`config.mk`:
```
export PLATFORM = sky130hd
export DESIGN_NAME = windowed_climb_rate_top
export DESIGN_NICKNAME = d
export VERILOG_FILES = /design/src/hdl/wcr_pkg.sv /design/src/hdl/wcr_ram.sv /design/src/hdl/wcr_div.sv /design/src/hdl/windowed_climb_rate_top.sv
export VERILOG_INCLUDE_DIRS = /design/src /design/src/hdl
export SDC_FILE = /design/constraint.sdc
export NUM_CORES = 2
export LEC_CHECK = 0
export BUFFER_PORTS_ARGS = -buffer_cell sky130_fd_sc_hd__buf_2
export CORE_MARGIN = 3
export CORE_UTILIZATION = 57
export CTS_CLUSTER_DIAMETER = 100
export DETAILED_ROUTE_END_ITERATION = 10
export GPL_ROUTABILITY_DRIVEN = 0
export HOLD_SLACK_MARGIN = 0.06
export PLACE_DENSITY = 0.75
export SKIP_CTS_REPAIR_TIMING = 1
export SYNTH_ARGS = -nofsm -noshare
export SYNTH_HDL_FRONTEND = slang
export SYNTH_HIERARCHICAL = 1
export SYNTH_SLANG_ARGS = --single-unit
```
`constraint.sdc`:
```
create_clock -name clk -period 5.6 [get_ports clk]
set_input_delay 0.56 -clock clk [delete_from_list [all_inputs] [get_ports clk]]
set_output_delay 0.56 -clock clk [all_outputs]
set_load 0.01 [all_outputs]
```
`src/hdl/windowed_climb_rate_top_assert.svh`:
```
// Assertion macros for the windowed climb rate block.
// Used by windowed_climb_rate_top; expects clk and rst_n in scope.
`ifndef WINDOWED_CLIMB_RATE_TOP_ASSERT_SVH
`define WINDOWED_CLIMB_RATE_TOP_ASSERT_SVH

// same-cycle implication
`define WCR_ASSERT_NOW(lbl, ante, cons, msg) \
  lbl: assert property (@(posedge clk) disable iff (!rst_n) (ante) |-> (cons)) \
    else $error(msg);

// next-cycle implication
`define WCR_ASSERT_NEXT(lbl, ante, cons, msg) \
  lbl: assert property (@(posedge clk) disable iff (!rst_n) (ante) |=> (cons)) \
    else $error(msg);

`endif

```
`src/hdl/wcr_pkg.sv`:
```
// Shared constants, types and state encoding for the windowed climb rate block.
// No dependencies.
`timescale 1ns / 1ps
package wcr_pkg;

  localparam int HIST_DEPTH = 64;
  localparam int IDX_W      = $clog2(HIST_DEPTH);
  localparam int TIME_W     = 32;
  localparam int ALT_W      = 24;
  localparam int RATE_W     = 20;
  localparam int WIN_W      = 10;
  localparam int TFRAC_W    = 4;
  localparam int RFRAC_SH   = 8;
  localparam int ENTRY_W    = TIME_W + ALT_W;
  localparam int DIVD_W     = ALT_W + 1 + RFRAC_SH;
  localparam int DCNT_W     = $clog2(DIVD_W);

  localparam logic [WIN_W-1:0] WIN_RESET = WIN_W'(30);

  localparam logic [RATE_W-1:0] RATE_POS_MAX = {1'b0, {(RATE_W-1){1'b1}}};
  localparam logic [RATE_W-1:0] RATE_NEG_MAX = {1'b1, {(RATE_W-1){1'b0}}};

  typedef enum logic [2:0] {
    ST_IDLE,
    ST_WRITE,
    ST_SCAN,
    ST_DRAIN,
    ST_DECIDE,
    ST_DIV,
    ST_FIN
  } wcr_state_t;

  typedef struct packed {
    logic busy;
    logic done;
  } div_stat_t;

endpackage

```
`src/hdl/wcr_ram.sv`:
```
// Generic single-write, single-read RAM with registered read data.
// No dependencies.
`timescale 1ns / 1ps
module wcr_ram #(
  parameter int WIDTH = 8,
  parameter int DEPTH = 16
) (
  input  logic                     clk,
  input  logic                     wr_en,
  input  logic [$clog2(DEPTH)-1:0] wr_addr,
  input  logic [WIDTH-1:0]         wr_data,
  input  logic                     rd_en,
  input  logic [$clog2(DEPTH)-1:0] rd_addr,
  output logic [WIDTH-1:0]         rd_data
);

  logic [WIDTH-1:0] mem [DEPTH];
  logic [WIDTH-1:0] rd_data_r;

  always_ff @(posedge clk) begin
    if (wr_en) begin
      mem[wr_addr] <= wr_data;
    end
    if (rd_en) begin
      rd_data_r <= mem[rd_addr];
    end
  end

  assign rd_data = rd_data_r;

endmodule

```
`src/hdl/wcr_div.sv`:
```
// Restoring unsigned divider, one quotient bit per cycle.
// Depends on wcr_pkg.
`timescale 1ns / 1ps
module wcr_div (
  input  logic                         clk,
  input  logic                         rst_n,
  input  logic                         start,
  input  logic [wcr_pkg::DIVD_W-1:0]   dividend,
  input  logic [wcr_pkg::TIME_W-1:0]   divisor,
  output logic [wcr_pkg::DIVD_W-1:0]   quotient,
  output wcr_pkg::div_stat_t           stat
);

  logic                        busy_r;
  logic                        done_r;
  logic [wcr_pkg::DCNT_W-1:0]  cnt_r;
  logic [wcr_pkg::TIME_W-1:0]  rem_r;
  logic [wcr_pkg::DIVD_W-1:0]  quo_r;
  logic [wcr_pkg::TIME_W-1:0]  dsr_r;
  logic [wcr_pkg::TIME_W:0]    trial;
  logic [wcr_pkg::TIME_W:0]    diff;
  logic                        qbit;

  assign trial = {rem_r, quo_r[wcr_pkg::DIVD_W-1]};
  assign diff  = trial - {1'b0, dsr_r};
  assign qbit  = (trial >= {1'b0, dsr_r});

  always_ff @(posedge clk) begin
    if (!rst_n) begin
      busy_r <= 1'b0;
      done_r <= 1'b0;
      cnt_r  <= '0;
    end else if (start) begin
      busy_r <= 1'b1;
      done_r <= 1'b0;
      cnt_r  <= '0;
    end else if (busy_r) begin
      if (cnt_r == wcr_pkg::DCNT_W'(wcr_pkg::DIVD_W - 1)) begin
        busy_r <= 1'b0;
        done_r <= 1'b1;
      end else begin
        cnt_r <= cnt_r + 1'b1;
      end
    end
  end

  always_ff @(posedge clk) begin
    if (start) begin
      rem_r <= '0;
      quo_r <= dividend;
      dsr_r <= divisor;
    end else if (busy_r) begin
      rem_r <= qbit ? diff[wcr_pkg::TIME_W-1:0] : trial[wcr_pkg::TIME_W-1:0];
      quo_r <= {quo_r[wcr_pkg::DIVD_W-2:0], qbit};
    end
  end

  assign quotient  = quo_r;
  assign stat.busy = busy_r;
  assign stat.done = done_r;

endmodule

```
`src/hdl/windowed_climb_rate_top.sv`:
```
// Windowed climb rate: one request in, one climb rate out; history in one RAM.
// Per request: write the sample, read each history slot, then run the bit-serial divider
// only if an older sample lies in the window.
// One request at a time; ready again once the result is loaded into the output register.
// Reset (synchronous, rst_n low): valid bits cleared, window 30 s, first write to slot 0.
`timescale 1ns / 1ps
`include "windowed_climb_rate_top_assert.svh"
module windowed_climb_rate_top (
  input  logic        clk,
  input  logic        rst_n,
  input  logic        cfg_wr_en,
  input  logic [9:0]  cfg_wr_data,     // window_seconds
  input  logic        in_tvalid,
  output logic        in_tready,
  input  logic [55:0] in_tdata,        // [31:0] sample_time, [55:32] sample_altitude
  output logic        out_tvalid,
  input  logic        out_tready,
  output logic [23:0] out_tdata,       // [19:0] climb_rate, [23:20] zero
  output logic        out_tuser        // found
);

  localparam int TW = wcr_pkg::TIME_W;
  localparam int AW = wcr_pkg::ALT_W;
  localparam int RW = wcr_pkg::RATE_W;
  localparam int IW = wcr_pkg::IDX_W;

  wcr_pkg::wcr_state_t st_r, st_nxt;

  logic [wcr_pkg::WIN_W-1:0]     win_r;
  logic [IW-1:0]                 wslot_r;
  logic [wcr_pkg::HIST_DEPTH-1:0] valid_r;
  logic [IW-1:0]                 scan_r;
  logic                          pend_r;
  logic [TW-1:0]                 now_r;
  logic signed [AW-1:0]          alt_r;
  logic [TW-1:0]                 best_t_r;
  logic signed [AW-1:0]          best_alt_r;
  logic                          found_r;
  logic                          neg_r;
  logic                          out_vld_r;
  logic [RW-1:0]                 out_rate_r;
  logic                          out_found_r;

  logic                          in_acc;
  logic                          ram_we, ram_re, div_start, out_load;
  logic [wcr_pkg::ENTRY_W-1:0]   rd_data;
  logic [TW-1:0]                 rd_t;
  logic signed [AW-1:0]          rd_alt;
  logic [TW:0]                   win_end;
  logic                          take;
  logic signed [AW:0]            dalt;
  logic [AW:0]                   dalt_mag;
  logic [TW-1:0]                 dt;
  logic [wcr_pkg::DIVD_W-1:0]    quo;
  wcr_pkg::div_stat_t            div_stat;
  logic [RW-1:0]                 rate_sat;

  assign in_tready = (st_r == wcr_pkg::ST_IDLE);
  assign in_acc    = in_tvalid && in_tready;

  always_ff @(posedge clk) begin
    if (!rst_n) begin
      win_r <= wcr_pkg::WIN_RESET;
    end else if (cfg_wr_en) begin
      win_r <= cfg_wr_data;
    end
  end

  // next state
  always_comb begin
    st_nxt = st_r;
    case (st_r)
      wcr_pkg::ST_IDLE:   if (in_acc) st_nxt = wcr_pkg::ST_WRITE;
      wcr_pkg::ST_WRITE:  st_nxt = wcr_pkg::ST_SCAN;
      wcr_pkg::ST_SCAN: begin
        if (scan_r == IW'(wcr_pkg::HIST_DEPTH - 1)) st_nxt = wcr_pkg::ST_DRAIN;
      end
      wcr_pkg::ST_DRAIN:  st_nxt = wcr_pkg::ST_DECIDE;
      wcr_pkg::ST_DECIDE: st_nxt = found_r ? wcr_pkg::ST_DIV : wcr_pkg::ST_FIN;
      wcr_pkg::ST_DIV: begin
        if (div_stat.done) st_nxt = wcr_pkg::ST_FIN;
      end
      wcr_pkg::ST_FIN: begin
        if (!out_vld_r || out_tready) st_nxt = wcr_pkg::ST_IDLE;
      end
      default:            st_nxt = wcr_pkg::ST_IDLE;
    endcase
  end

  // outputs
  always_comb begin
    ram_we    = 1'b0;
    ram_re    = 1'b0;
    div_start = 1'b0;
    out_load  = 1'b0;
    case (st_r)
      wcr_pkg::ST_WRITE:  ram_we = 1'b1;
      wcr_pkg::ST_SCAN:   ram_re = 1'b1;
      wcr_pkg::ST_DECIDE: div_start = found_r;
      wcr_pkg::ST_FIN:    out_load = !out_vld_r || out_tready;
      default: begin
        ram_we = 1'b0;
      end
    endcase
  end

  always_ff @(posedge clk) begin
    if (!rst_n) begin
      st_r    <= wcr_pkg::ST_IDLE;
      wslot_r <= IW'(wcr_pkg::HIST_DEPTH - 1);
      valid_r <= '0;
      scan_r  <= '0;
      pend_r  <= 1'b0;
      found_r <= 1'b0;
    end else begin
      st_r   <= st_nxt;
      pend_r <= ram_re && valid_r[scan_r];
      if (in_acc) begin
        wslot_r <= (wslot_r == IW'(wcr_pkg::HIST_DEPTH - 1)) ? '0 : wslot_r + 1'b1;
      end
      if (ram_we) begin
        valid_r[wslot_r] <= 1'b1;
        scan_r           <= '0;
        found_r          <= 1'b0;
      end
      if (ram_re) begin
        scan_r <= scan_r + 1'b1;
      end
      if (take) begin
        found_r <= 1'b1;
      end
    end
  end

  always_ff @(posedge clk) begin
    if (in_acc) begin
      now_r <= in_tdata[TW-1:0];
      alt_r <= in_tdata[TW+AW-1:TW];
    end
    if (ram_we) begin
      best_t_r <= now_r;
    end
    if (take) begin
      best_t_r   <= rd_t;
      best_alt_r <= rd_alt;
    end
    if (div_start) begin
      neg_r <= dalt[AW];
    end
  end

  wcr_ram #(
    .WIDTH (wcr_pkg::ENTRY_W),
    .DEPTH (wcr_pkg::HIST_DEPTH)
  ) u_hist (
    .clk     (clk),
    .wr_en   (ram_we),
    .wr_addr (wslot_r),
    .wr_data ({alt_r, now_r}),
    .rd_en   (ram_re),
    .rd_addr (scan_r),
    .rd_data (rd_data)
  );

  // oldest in-window entry; strict compare keeps the lowest slot on ties
  assign rd_t    = rd_data[TW-1:0];
  assign rd_alt  = rd_data[TW+AW-1:TW];
  assign win_end = {1'b0, rd_t} + (TW+1)'({win_r, {wcr_pkg::TFRAC_W{1'b0}}});
  assign take    = pend_r && (win_end >= {1'b0, now_r}) && (rd_t < best_t_r);

  assign dalt     = (AW+1)'(alt_r) - (AW+1)'(best_alt_r);
  assign dalt_mag = dalt[AW] ? (AW+1)'(-dalt) : dalt;
  assign dt       = now_r - best_t_r;

  wcr_div u_div (
    .clk      (clk),
    .rst_n    (rst_n),
    .start    (div_start),
    .dividend ({dalt_mag, {wcr_pkg::RFRAC_SH{1'b0}}}),
    .divisor  (dt),
    .quotient (quo),
    .stat     (div_stat)
  );

  always_comb begin
    if (!neg_r) begin
      rate_sat = (quo > wcr_pkg::DIVD_W'(wcr_pkg::RATE_POS_MAX)) ?
                 wcr_pkg::RATE_POS_MAX : quo[RW-1:0];
    end else begin
      rate_sat = (quo > wcr_pkg::DIVD_W'(wcr_pkg::RATE_NEG_MAX)) ?
                 wcr_pkg::RATE_NEG_MAX : RW'(-quo[RW-1:0]);
    end
  end

  always_ff @(posedge clk) begin
    if (!rst_n) begin
      out_vld_r <= 1'b0;
    end else if (out_load) begin
      out_vld_r <= 1'b1;
    end else if (out_tready) begin
      out_vld_r <= 1'b0;
    end
  end

  always_ff @(posedge clk) begin
    if (out_load) begin
      out_rate_r  <= found_r ? rate_sat : '0;
      out_found_r <= found_r;
    end
  end

  assign out_tvalid = out_vld_r;
  assign out_tdata  = {4'b0, out_rate_r};
  assign out_tuser  = out_found_r;

  `WCR_ASSERT_NEXT(a_acc_write, in_acc, st_r == wcr_pkg::ST_WRITE, "request not written")
  `WCR_ASSERT_NEXT(a_valid_set, ram_we, valid_r[$past(wslot_r)], "slot not marked valid")
  `WCR_ASSERT_NOW(a_found_older, div_start, best_t_r < now_r, "chosen sample not older")
  `WCR_ASSERT_NOW(a_div_live, st_r == wcr_pkg::ST_DIV, div_stat.busy || div_stat.done,
                  "divider idle while waited on")

endmodule

```
==> results.sh <==
export IMPL_drt_initial_drc_count=14000
export IMPL_synth_avg_cell_area_um2=19.6
export IMPL_antenna_found_initial=44
export IMPL_wl_mm=471
export IMPL_critPathKind="flip-flop to flip-flop"
export IMPL_grt_max_degree=95
export IMPL_multi_input_area_um2=38100
export IMPL_final_common_cell="edfxtp_1"
export IMPL_htree_num_levels=5
export IMPL_status="finished, final reports clean"
export IMPL_clock_latency_ns=1.00
export IMPL_rows=192
export IMPL_grt_use_total_pct=33.0
export IMPL_root_buffer="clkbuf_16"
export IMPL_nFillCells=17400
export IMPL_ant_nets=0
export IMPL_min_period_ns=5.38
export IMPL_postLayoutCoreUtil_pct=65.2
export IMPL_cts_buffer_depth=4
export IMPL_wl_per_cell_um=37.4
export IMPL_cp_num_buf_inv=2
export IMPL_slowest_delay_ns=0.44
export IMPL_dieWidth_um=533
export IMPL_cts_sinks=3971
export IMPL_final_nets=8809
export IMPL_core_area_um2=275000
export IMPL_crit_start="u_hist/rd_data[5]$_DFFE_PP_"
export IMPL_leakage_uw=0.0567
export IMPL_die_height_um=533
export IMPL_r2r_cells=23
export IMPL_reg2reg_to="best_t_r[29]$_DFFE_PP_"
export IMPL_vdd_drop_max_v=0.000389
export IMPL_netlist_area_um2=158000
export IMPL_reg2reg_slack_ns=0.22
export IMPL_powerDensity_nw_per_um2=420
export IMPL_area_delta_synth_final_pct=13.2
export IMPL_drt_pre_antenna_iters=11
export IMPL_crit_required_ns=6.30
export IMPL_yosysWarnings=6
export IMPL_holdWs_ns=0.0719
export IMPL_fin_tns_setup_ns=0
export IMPL_cp_num_cells=23
export IMPL_clkTransAtPathRegs_ns=0.06
export IMPL_crit_chain="ha_1 -> a21o_1 -> a21oi_1 -> o21ai_0 -> a21oi_2 -> o21ai_0 -> a211o_1 -> and2_1 -> a41oi_1 -> buf_4 -> nor2_1 -> xor2_1 -> ha_1 -> a21o_1 -> a21o_1 -> a21oi_2 -> o311ai_0 -> a21oi_1 -> a221oi_1 -> o21a_1 -> o31ai_4 -> buf_6 -> mux2_1"
export IMPL_initial_core_util_pct=57.6
export IMPL_post_route_period_util_pct=96.0
export IMPL_worstPathArrival_ns=6.08
export IMPL_drv_slew=0
export IMPL_finalHoldViolCount=0
export IMPL_cp_start_kind="flip-flop"
export IMPL_numCtsBuffers=390
export IMPL_setup_violations=0
export IMPL_ios=98
export IMPL_final_cell_count_no_fill=12600
export IMPL_cts_tree="yes"
export IMPL_grt_pass1_wl_mm=661
export IMPL_syn_inst=8064
export IMPL_regArea_um2=118000
export IMPL_die_area_um2=284000
export IMPL_critPathTopFamily="compound AO/OA/AOI/OAI gates"
export IMPL_worstSetupEndpointType="flip-flop"
export IMPL_fmax_ghz=0.186
export IMPL_crit_slowest_cell="edfxtp_1"
export IMPL_slew_headroom_pct=0.716
export IMPL_place_inst=11800
export IMPL_overflow=0
export IMPL_drc_errors=0
export IMPL_drive_gt1_share_pct=23.4
export IMPL_tightest_slew_ns=1.49
export IMPL_hp_class="input port to flip-flop"
export IMPL_num_vias=88400
export IMPL_worstReg2RegStart="u_hist/rd_data[5]$_DFFE_PP_"
export IMPL_final_cell_mix="edfxtp_1, mux4_2, clkbuf_16, buf_4, o22ai_1"
export IMPL_hpwl_mm=271
export IMPL_port_buffers=93
export IMPL_cp_common_cell="a21o_1"
export IMPL_endpoint="best_t_r[29]$_DFFE_PP_"
export IMPL_cap_violations=0
export IMPL_skew_ns=0.0858
export IMPL_cp_max_fo=10
export IMPL_grt_pass1_vias=87300
export IMPL_vias_per_cell=7.01
==> stage by stage <==
step	setup WS (ns)	instance area, µm²	total power, µW
finish	0.224	179000	75200
global route	-0.0222	179000	77300
CTS	0.176	178000	75200
detailed placement	0.234	165000	48700
global placement	0.298	165000	48400
floorplan	0.101	158000	44600
==> metal layers <==
layer	up-vias	track usage, %	part of all wire, %
met5	-	0	0.017
met4	12	19.2	7.1
met3	1604	9.47	14
met2	7527	50.3	46
met1	45000	42.7	33
li1	34300	-	-
==> power by group <==
group	leakage, µW	internal (µW)	switching (µW)
registers	0.0356	35100	665
logic	0.0147	4800	7940
clock network	0.00638	15200	11500
total	0.0567	55100	20100
==> state kept, by name, summed over array words and instances (netlist names), 6 cells and up <==
register,count
best_alt_r,24
win_r,10
out_rate_r,20
u_div/rem_r,32
u_div/dsr_r,32
valid_r,64
u_hist/rd_data,56
now_r,32
u_div/quotient,33
scan_r,6
wslot_r,6
best_t_r,32
alt_r,24
u_div/cnt_r,6
u_hist/mem,3584
==> how the worst min path moves through the flow <==
stage	from	cells past startpoint	end
floorplan	u_hist/rd_data[32]$_DFFE_PP_	0	best_alt_r[0]$_DFFE_PP_
global placement	u_hist/rd_data[48]$_DFFE_PP_	0	best_alt_r[16]$_DFFE_PP_
detailed placement	u_hist/rd_data[48]$_DFFE_PP_	0	best_alt_r[16]$_DFFE_PP_
CTS	in_tdata[50]	1	alt_r[18]$_DFFE_PP_
global route	cfg_wr_en	2	win_r[1]$_SDFFE_PN1P_
finish	cfg_wr_en	2	win_r[1]$_SDFFE_PN1P_
==> layout make-up <==
| cell class | instances | share of cell area, % |
|---|---|---|
| multi-input cells | 3501 | 21.3 |
| inverters | 180 | 0.383 |
| diodes | 19 | 0.0265 |
| repair buffers | 523 | 2.64 |
| clock inverters | 263 | 1.69 |
| well taps | 3686 | 2.57 |
| flip-flops and latches | 3971 | 65.8 |
| clock buffers | 458 | 5.61 |
No activity file was read; power rests on OpenSTA's default activity.
